### src/sv/lobm_pkg.sv
package lobm_pkg;

	localparam int unsigned OID_W = 32;
	localparam int unsigned CID_W = 16;
	localparam int unsigned PX_W  = 32;
	localparam int unsigned QTY_W = 32;

	typedef enum logic [1:0] {
		TYPE_MARKET = 2'd0,
		TYPE_LIMIT  = 2'd1,
		TYPE_IOC    = 2'd2,
		TYPE_FOK    = 2'd3
	} order_type_t;

	typedef enum logic [2:0] {
		ST_RESTED    = 3'd0,
		ST_PARTIAL   = 3'd1,
		ST_FILLED    = 3'd2,
		ST_CANCELLED = 3'd3,
		ST_REJECTED  = 3'd4,
		ST_BOOK_FULL = 3'd5
	} order_status_t;

	typedef enum logic [2:0] {
		FSM_IDLE,
		FSM_CHECK,
		FSM_MATCH,
		FSM_TRADE,
		FSM_POST,
		FSM_STATUS
	} fsm_state_t;

	typedef struct packed {
		logic [OID_W-1:0] order_id;
		logic [CID_W-1:0] client_id;
		logic             order_side;
		logic [1:0]       order_type;
		logic [PX_W-1:0]  limit_price;
		logic [QTY_W-1:0] order_quantity;
	} order_in_t;

	typedef struct packed {
		logic              result_kind;
		logic [31:0]       trade_id;
		logic [OID_W-1:0]  buy_order_id;
		logic [OID_W-1:0]  sell_order_id;
		logic [CID_W-1:0]  buy_client_id;
		logic [CID_W-1:0]  sell_client_id;
		logic [PX_W-1:0]   trade_price;
		logic [QTY_W-1:0]  trade_quantity;
		logic [2:0]        order_status;
		logic [QTY_W-1:0]  filled_quantity;
		logic              last_result;
	} result_out_t;

	typedef struct packed {
		logic [OID_W-1:0] oid;
		logic [CID_W-1:0] cid;
		logic [PX_W-1:0]  px;
		logic [QTY_W-1:0] rem;
		logic             val;
	} entry_t;

	// commands from the sequencer to one side's cell chain
	typedef struct packed {
		logic             pop;
		logic             dec;
		logic [QTY_W-1:0] dec_qty;
		logic             ins;
		entry_t           ins_entry;
	} side_cmd_t;

	// true when price a should sit ahead of b on this side (strictly better)
	function automatic logic better(input logic bids, input logic [PX_W-1:0] a,
		input logic [PX_W-1:0] b);
		better = bids ? (a > b) : (a < b);
	endfunction

endpackage

### src/sv/lobm_seq.sv
module lobm_seq #(
	parameter int unsigned BOOK_DEPTH = 32
) (
	input  logic                          clk,
	input  logic                          arst_n,
	input  logic                          in_valid,
	output logic                          in_ready,
	input  lobm_pkg::order_in_t           in_item,
	output logic                          out_valid,
	input  logic                          out_ready,
	output lobm_pkg::result_out_t         out_item,
	input  lobm_pkg::entry_t              bid_head,
	input  lobm_pkg::entry_t              ask_head,
	input  lobm_pkg::entry_t              bid_peek,
	input  lobm_pkg::entry_t              ask_peek,
	output logic [$clog2(BOOK_DEPTH)-1:0] peek_idx,
	input  logic                          bid_full,
	input  logic                          ask_full,
	output lobm_pkg::side_cmd_t           bid_cmd,
	output lobm_pkg::side_cmd_t           ask_cmd
);
	import lobm_pkg::*;

	localparam int unsigned IW = $clog2(BOOK_DEPTH);
	localparam int unsigned AW = QTY_W + IW + 1;

	fsm_state_t  state_q, state_d;
	order_in_t   ord_q;
	logic [QTY_W-1:0] remain_q, filled_q;
	logic [31:0] tid_q;
	logic [AW-1:0] avail_q;
	logic [IW-1:0] scan_q;
	logic [2:0]  status_q;
	result_out_t res_q, res_d;
	logic        res_v_q, res_v_d;

	logic   buy;
	entry_t opp_head;
	entry_t opp_peek;
	logic   acceptable;
	logic   peek_ok;
	logic   can_trade;
	logic   out_free;
	logic   take_trade;
	logic   scan_last;
	logic   scan_done;
	logic   fok_short;
	logic [AW-1:0] avail_d;
	logic [AW-1:0] qty_wide;
	logic [QTY_W-1:0] m;
	side_cmd_t own_cmd, opp_cmd;
	logic   own_full;

	assign buy        = !ord_q.order_side;
	assign opp_head   = buy ? ask_head : bid_head;
	assign opp_peek   = buy ? ask_peek : bid_peek;
	assign own_full   = buy ? bid_full : ask_full;
	assign acceptable = (ord_q.order_type == TYPE_MARKET) ? 1'b1 :
		(buy ? (ord_q.limit_price >= opp_head.px) : (ord_q.limit_price <= opp_head.px));
	assign can_trade  = (remain_q != '0) && opp_head.val && acceptable;
	assign m          = (remain_q < opp_head.rem) ? remain_q : opp_head.rem;
	assign out_free   = !res_v_q || out_ready;
	assign take_trade = (state_q == FSM_MATCH) && out_free && can_trade;

	// fill-or-kill scan of the opposite side, one entry per cycle
	assign peek_ok   = opp_peek.val &&
		(buy ? (ord_q.limit_price >= opp_peek.px) : (ord_q.limit_price <= opp_peek.px));
	assign qty_wide  = {{(AW-QTY_W){1'b0}}, ord_q.order_quantity};
	assign avail_d   = avail_q + (peek_ok ? {{(AW-QTY_W){1'b0}}, opp_peek.rem} : '0);
	assign scan_last = (scan_q == IW'(BOOK_DEPTH-1));
	assign scan_done = !peek_ok || scan_last || (avail_d >= qty_wide);
	assign fok_short = (avail_d < qty_wide);
	assign peek_idx  = scan_q;

	assign in_ready  = (state_q == FSM_IDLE);
	assign out_valid = res_v_q;
	assign out_item  = res_q;

	always_comb begin
		state_d = state_q;
		unique case (state_q)
			FSM_IDLE:   begin
				if (in_valid) begin
					if (in_item.order_type == TYPE_FOK) state_d = FSM_CHECK;
					else state_d = FSM_MATCH;
				end
			end
			FSM_CHECK:  begin
				if (scan_done) begin
					if (fok_short) state_d = FSM_STATUS;
					else state_d = FSM_MATCH;
				end
			end
			FSM_MATCH:  begin
				if (out_free) begin
					if (can_trade) state_d = FSM_TRADE;
					else state_d = FSM_POST;
				end
			end
			FSM_TRADE:  state_d = FSM_MATCH;
			FSM_POST:   state_d = FSM_STATUS;
			FSM_STATUS: if (out_free) state_d = FSM_IDLE;
			default:    state_d = FSM_IDLE;
		endcase
	end

	always_comb begin
		own_cmd = '0;
		opp_cmd = '0;
		if (take_trade) begin
			if (m == opp_head.rem) opp_cmd.pop = 1'b1;
			else begin
				opp_cmd.dec     = 1'b1;
				opp_cmd.dec_qty = m;
			end
		end
		if (state_q == FSM_POST && remain_q != '0 && ord_q.order_type == TYPE_LIMIT
			&& !own_full) begin
			own_cmd.ins           = 1'b1;
			own_cmd.ins_entry.oid = ord_q.order_id;
			own_cmd.ins_entry.cid = ord_q.client_id;
			own_cmd.ins_entry.px  = ord_q.limit_price;
			own_cmd.ins_entry.rem = remain_q;
			own_cmd.ins_entry.val = 1'b1;
		end
		bid_cmd = buy ? own_cmd : opp_cmd;
		ask_cmd = buy ? opp_cmd : own_cmd;
	end

	always_comb begin
		res_v_d = res_v_q && !out_ready;
		res_d   = res_q;
		if (take_trade) begin
			res_v_d              = 1'b1;
			res_d                = '0;
			res_d.trade_id       = tid_q;
			res_d.buy_order_id   = buy ? ord_q.order_id : opp_head.oid;
			res_d.sell_order_id  = buy ? opp_head.oid : ord_q.order_id;
			res_d.buy_client_id  = buy ? ord_q.client_id : opp_head.cid;
			res_d.sell_client_id = buy ? opp_head.cid : ord_q.client_id;
			res_d.trade_price    = opp_head.px;
			res_d.trade_quantity = m;
		end else if (state_q == FSM_STATUS && out_free) begin
			res_v_d               = 1'b1;
			res_d                 = '0;
			res_d.result_kind     = 1'b1;
			res_d.order_status    = status_q;
			res_d.filled_quantity = filled_q;
			res_d.last_result     = 1'b1;
		end
	end

	always_ff @(posedge clk or negedge arst_n) begin
		if (!arst_n) begin
			state_q <= FSM_IDLE;
			res_v_q <= 1'b0;
			tid_q   <= 32'd1;
		end else begin
			state_q <= state_d;
			res_v_q <= res_v_d;
			if (take_trade) tid_q <= tid_q + 32'd1;
		end
	end

	always_ff @(posedge clk) begin
		res_q <= res_d;
		if (state_q == FSM_IDLE && in_valid) begin
			ord_q    <= in_item;
			remain_q <= in_item.order_quantity;
			filled_q <= '0;
			avail_q  <= '0;
			scan_q   <= '0;
		end
		if (state_q == FSM_CHECK) begin
			avail_q <= avail_d;
			scan_q  <= scan_q + IW'(1);
			if (scan_done && fok_short) status_q <= ST_REJECTED;
		end
		if (take_trade) begin
			remain_q <= remain_q - m;
			filled_q <= filled_q + m;
		end
		if (state_q == FSM_POST) begin
			priority if (remain_q == '0) status_q <= ST_FILLED;
			else if (ord_q.order_type == TYPE_LIMIT) begin
				if (own_full) status_q <= ST_BOOK_FULL;
				else status_q <= (filled_q != '0) ? ST_PARTIAL : ST_RESTED;
			end else if (ord_q.order_type == TYPE_FOK) status_q <= ST_REJECTED;
			else status_q <= ST_CANCELLED;
		end
	end
endmodule

### config.mk
export PLATFORM = sky130hd
export DESIGN_NAME = lobm_seq
export DESIGN_NICKNAME = d
export VERILOG_FILES = /design/src/sv/lobm_pkg.sv /design/src/sv/lobm_seq.sv
export SDC_FILE = /design/constraint.sdc
export NUM_CORES = 1
export LEC_CHECK = 0
export BUFFER_PORTS_ARGS = -buffer_cell sky130_fd_sc_hd__buf_4
export CAP_MARGIN = 5
export CORE_AREA = 2 2 429 431
export DETAILED_ROUTE_END_ITERATION = 10
export DIE_AREA = 0 0 431 433
export PLACE_DENSITY_LB_ADDON = 0.15
export SYNTH_ARGS = -nofsm -noshare
export SYNTH_HDL_FRONTEND = slang
export SYNTH_SLANG_ARGS = --single-unit
export TNS_END_PERCENT = 100
### constraint.sdc
create_clock -name clk -period 18.85 [get_ports clk]
set_input_delay 3.77 -clock clk [delete_from_list [all_inputs] [get_ports clk]]
set_output_delay 3.77 -clock clk [all_outputs]
set_load 0.03 [all_outputs]
# After elaboration in Yosys (flattened, before gate mapping)
# Cells that the tools add are included.
dict set report classes {
  n_addsub 5
  eq_ne 14
  muxes 46
  n_reduce_logical 31
  magnitude_cmp 7
}
# operator count
set op_table {}
lappend op_table {{2-to-1 mux 228 bit} 2}
lappend op_table {{2-to-1 mux 148 bit} 2}
lappend op_table {{2-to-1 mux 32 bit} 8}
lappend op_table {{2-to-1 mux 114 bit} 1}
lappend op_table {{2-to-1 mux 113 bit} 1}
lappend op_table {{2-to-1 mux 38 bit} 2}
lappend op_table {{2-to-1 mux 65 bit} 1}
lappend op_table {{greater-or-equal comparator 32 bit} 2}
lappend op_table {{<= comparator 32 bit} 2}
lappend op_table {{nonzero test 32 bit} 2}
lappend op_table {{2-to-1 mux 3 bit} 13}
lappend op_table {{adder 38 x 32 -> 38 bit} 1}
lappend op_table {{greater-or-equal comparator 38 x 32 -> 1 bit} 1}
lappend op_table {{< comparator 38 x 32 -> 1 bit} 1}
lappend op_table {{2-to-1 mux 34 bit} 1}
lappend op_table {{2-to-1 mux 33 bit} 1}
lappend op_table {{adder 32 x 1 -> 32 bit, second input constant} 1}
lappend op_table {{adder 32 bit} 1}
lappend op_table {{== test 32 bit} 1}
lappend op_table {{zero test 32 bit} 1}
lappend op_table {{< comparator 32 bit} 1}
lappend op_table {{2-to-1 mux 16 bit} 2}
lappend op_table {{subtractor 32 bit} 1}
lappend op_table {{case mux 3 bit (6 select lines)} 1}
lappend op_table {{19 further kinds} 53}
dict set report totals {
  out_inout_bits 532
  regBits 489
  input_bits 573
  elab_cells 127
}

# Depth between registers and ports, before layout
dict set report logic_depth {
  ltp_word 12
  ltp_mapped 35
  ltp_nobuf 30
}

# Worst setup path before layout
# OpenSTA, ideal clock, no wires.
dict set report synth_timing {
  path_type {input to register}
  startpoint {in bid_head[42] (netlist bit)}
  endpoint {reg res_q, in the netlist out_item[100] (enable)}
  stages 14
  path_buffers 3
  required_ns 18.290
  slack_ns 7.947
  setup_ns 0.560
  arrival_time_ns 10.343
  path_cell_list {mux2i_1 ha_1 a21o_1 a21o_1 a221o_1 a211oi_2 o21ai_1 a311oi_2 and2_1 buf_4 nand2_4 buf_6 buf_2 nand2_1}
}
dict set report synth_between {
  elab_chain_len 7
  word_cells_on_any_way 8
  cone_classes {order compare: 2; mux: 3; reduce/logical: 3}
}
# item line
set synth_lines {}
lappend synth_lines {{from (decl)} lobm_seq.sv:12} ;# input lobm_pkg::entry_t bid_head,
lappend synth_lines {{2-to-1 mux 113 bit (*)} lobm_seq.sv:55} ;# assign opp_head = buy ? ask_head : bid_head;
lappend synth_lines {{greater-or-equal comparator 32 bit or <= comparator 32 bit (tied branches)} lobm_seq.sv:59} ;# (buy ? (ord_q.limit_price >= opp_head.px) : (ord_q.limit_price <= opp_head.px));
lappend synth_lines {{2-to-1 mux 1 bit (*)} lobm_seq.sv:59}
lappend synth_lines {{2-to-1 mux 1 bit (*)} lobm_seq.sv:58} ;# assign acceptable = (ord_q.order_type == TYPE_MARKET) ? 1'b1 :
lappend synth_lines {{logical AND 1 bit (*)} lobm_seq.sv:60} ;# assign can_trade = (remain_q != '0) && opp_head.val && acceptable;
lappend synth_lines {{logical AND 1 bit (*)} lobm_seq.sv:63} ;# assign take_trade = (state_q == FSM_MATCH) && out_free && can_trade;
lappend synth_lines {{nonzero test 2 bit (no line) (*)} n/a}
lappend synth_lines {{to (signal assigned)} lobm_seq.sv:166} ;# res_q <= res_d;
lappend synth_lines {{to (decl)} lobm_seq.sv:34} ;# result_out_t res_q, res_d;
# Every way passes the cells marked *; elsewhere a longest branch is shown, timed or not.
# A chain may end at the register's enable or synchronous reset.

==> results.sh <==
export IMPL_yosys_warnings=0
export IMPL_leakagePower_nw=19.2
export IMPL_critPathBufInv=4
export IMPL_routed_wl_um=172000
export IMPL_dp_hpwl_um=138000
export IMPL_cts_root_buf="clkbuf_16"
export IMPL_stdcell_count=6390
export IMPL_core_um2=182000
export IMPL_synth_area_um2=30500
export IMPL_fmax_mhz=78.6
export IMPL_grt_max_degree=121
export IMPL_crit_path_start_kind="primary input"
export IMPL_cp_arrival_ns=8.95
export IMPL_r2r_cells=31
export IMPL_cts_tree="built"
export IMPL_drt_iter0_drc=1369
export IMPL_die_h_um=433
export IMPL_grt_pass1_vias=26636
export IMPL_hold_viol=0
export IMPL_fin_crit_sh_pct=67.5
export IMPL_drc=0
export IMPL_antenna_left=0
export IMPL_hp_class="flip-flop to flip-flop"
export IMPL_start_util_pct=16.7
export IMPL_crit_reg2reg_launch="ord_q[66]"
export IMPL_crit_path_frequent_cell="buf_4"
export IMPL_path_max_fanout=66
export IMPL_worstPathCellList="buf_4, mux2i_1, ha_1, a2111oi_0, o21ai_1, a221o_1, a221oi_1, o21ai_1, or2_2, buf_4, a21oi_2, nand4_2, buf_4, nor2_1, buf_4"
export IMPL_ys_seq_area_share_pct=46.4
export IMPL_grt_total_usage_pct=17.8
export IMPL_clk_latency_ns=0.70
export IMPL_synthDistinctLibCells=83
export IMPL_ys_flop_type="edfxtp_1"
export IMPL_hold_depth=2
export IMPL_skew_ns=0.0386
export IMPL_regArea_um2=14100
export IMPL_synth_fp_nets=3721
export IMPL_io_pins=1105
export IMPL_setup_viol=0
export IMPL_num_vias=26651
export IMPL_r2r_end="status_q[2]"
export IMPL_drive_gt1_share_pct=31.6
export IMPL_cp_end_kind="output pin"
export IMPL_place_inst=6252
export IMPL_syn_instance_count=2921
export IMPL_powerDensity_nw_per_um2=149
export IMPL_grt_pass1_wl_um=229000
export IMPL_htree_levels=3
export IMPL_dieWidth_um=431
export IMPL_crit_slowest_cell="nand4_2"
export IMPL_maxCapViolCount=0
export IMPL_finalMaxSlewViolations=0
export IMPL_worst_slew_pin_slew_ns=1.29
export IMPL_period_needed_ns=12.72
export IMPL_design_area_um2=43400
export IMPL_hold_slack_ns=0.461
export IMPL_fill_cells=19822
export IMPL_status="finished, final reports clean"
export IMPL_grt_setup_unrepaired="false"
export IMPL_hold_end="out_item[25]"
export IMPL_ff2ff_setup_slack_ns=8.09
export IMPL_cts_resized=0
export IMPL_antenna_found_initial=33
export IMPL_drt_first_pass_iters=5
export IMPL_clock_sinks=489
export IMPL_cts_made_buffers=72
export IMPL_slowest_delay_ns=0.64
export IMPL_final_util_pct=23.8
export IMPL_gp_congestion=0.849
export IMPL_fp_dieArea_um2=187000
export IMPL_rows=157
export IMPL_dpl_cell_area_um2=41000
export IMPL_clock_path_buffers=3
export IMPL_synth_area_per_cell_um2=10.4
export IMPL_post_cts_setup_buffers=0
export IMPL_maxSlewHeadroom_pct=13.5
export IMPL_place_port_buffers=1008
export IMPL_avgViaCountPerCell=4.17
export IMPL_critPathTopFamily="compound AO/OA/AOI/OAI gates"
export IMPL_min_from="out_item[25]"
export IMPL_wl_per_cell_um=26.9
export IMPL_crit_type="primary input to output pin"
export IMPL_async_flop_share_pct=7.36
export IMPL_syn_to_final_growth_pct=42.3
export IMPL_multi_input_area_um2=15300
export IMPL_cp_required_ns=15.08
export IMPL_layout_nets=4741
export IMPL_tns_ns=0
export IMPL_ys_ff_latch=489
export IMPL_synth_edff_count=417
export IMPL_grt_ovfl_total=0
export IMPL_peakVddDrop_mv=0.0705
export IMPL_holdBufCountCts=0
export IMPL_clk_pin_slew_ns=0.05
power by group:
part / internal (W) / switching [W] / leakage [nW]
Combinational: 0.00114 / 0.00213 / 13.4
Clock: 0.000799 / 0.000582 / 1.14
Sequential: 0.00155 / 0.000256 / 4.68
Total: 0.00349 / 0.00297 / 19.2
per-stage QoR:
step | total power (W) | setup slack (ns)
finish | 0.00645 | 6.13
CTS | 0.00660 | 5.94
floorplan | 0.00376 | 7.95
global route | 0.00691 | 5.66
detailed placement | 0.00516 | 5.85
global placement | 0.00516 | 5.79
how the worst max path moves through the flow:
stage / start / endpoint / slack [ns] / cells after the start
3_5_place_dp: bid_peek[36] / status_q[0] / 5.85 / 31
6_report: bid_head[20] / bid_cmd[140] / 6.13 / 15
5_1_grt: bid_head[20] / bid_cmd[139] / 5.66 / 15
3_3_place_gp: bid_peek[36] / status_q[0] / 5.79 / 31
4_1_cts: bid_head[20] / bid_cmd[141] / 5.94 / 15
2_1_floorplan: bid_head[42] / out_item[100] / 7.95 / 14
registers in the layout (all words and copies together) (netlist names):
signal     count
ord_q        115
state_q        3
peek_idx       5
out_item     228
out_valid      1
status_q       3
filled_q      32
remain_q      32
avail_q       38
tid_q         32
placed cells by master (no fill, tap or decap), types with 27 or more instances in the layout:
master / instances
nand3_1: 44
clkbuf_16: 73
edfxtp_1: 417
and3_1: 51
dfxtp_1: 36
nor2_1: 364
nand4_1: 40
xnor2_1: 75
dfrtp_1: 35
mux2i_1: 228
and2_1: 255
xor2_1: 71
a21oi_1: 137
a21o_1: 67
nor4_1: 27
inv_1: 107
o21ai_1: 35
ha_1: 224
o21ai_0: 73
nand2_1: 183
buf_4: 1079
cell families after synthesis:
group	after synthesis	share of synthesized area [%]
and+or+nand+nor	1083	17.9
AOI/OAI and AO/OA	480	10.1
muxes	253	8.41
xor gates and xnor gates	146	4.20
adders and majority gates	227	9.39
buffers and inverters	243	3.53
DFF	489	46.4
Yosys cell counts, types with 18 or more instances:
cell	number	share of area, %
a211oi_1	21	0.52
a21o_1	67	1.7
a21oi_1	137	2.2
and2_1	256	5.3
and3_1	51	1.0
buf_2	32	0.53
clkbuf_1	76	0.94
dfrtp_1	35	2.9
dfxtp_1	36	2.4
edfxtp_1	417	41
ha_1	224	9.2
inv_1	108	1.3
mux2_2	24	0.89
mux2i_1	228	7.5
nand2_1	186	2.3
nand2b_1	19	0.39
nand3_1	45	0.74
nand4_1	40	0.82
nor2_1	365	4.5
nor3_1	28	0.46
nor4_1	27	0.55
o211ai_1	18	0.44
o21ai_0	73	1.2
o21ai_1	36	0.59
xnor2_1	75	2.2
xor2_1	71	2.0
worst register-to-register path: cells and delay by family (launching register included):
family	cells	cell delay (ns)
adders and majority gates	3	0.86
DFF	1	0.32
buffers and inverters	3	1.51
xor gates and xnor gates	1	0.24
and+or+nand+nor	4	1.08
muxes	1	0.46
AOI/OAI and AO/OA	19	5.94
cell type report:
class | count | share of cell area (%)
sequential | 489 | 32.6
clock inverter | 42 | 0.874
clock buffer | 87 | 4.52
multi-input combinational | 2189 | 35.4
tap | 2385 | 6.88
inverter | 108 | 0.946
timing repair buffer | 1081 | 18.8
antenna | 9 | 0.0519
per-layer routing:
layer	vias up	part of all wire (%)	GRT usage, %
met3	157	6.0	4.64
met2	718	50	31.3
met5	-	0.066	0
li1	12633	-	-
met1	13125	42	21.5
met4	18	2.3	4.19
No activity file was read; power rests on OpenSTA's default activity.
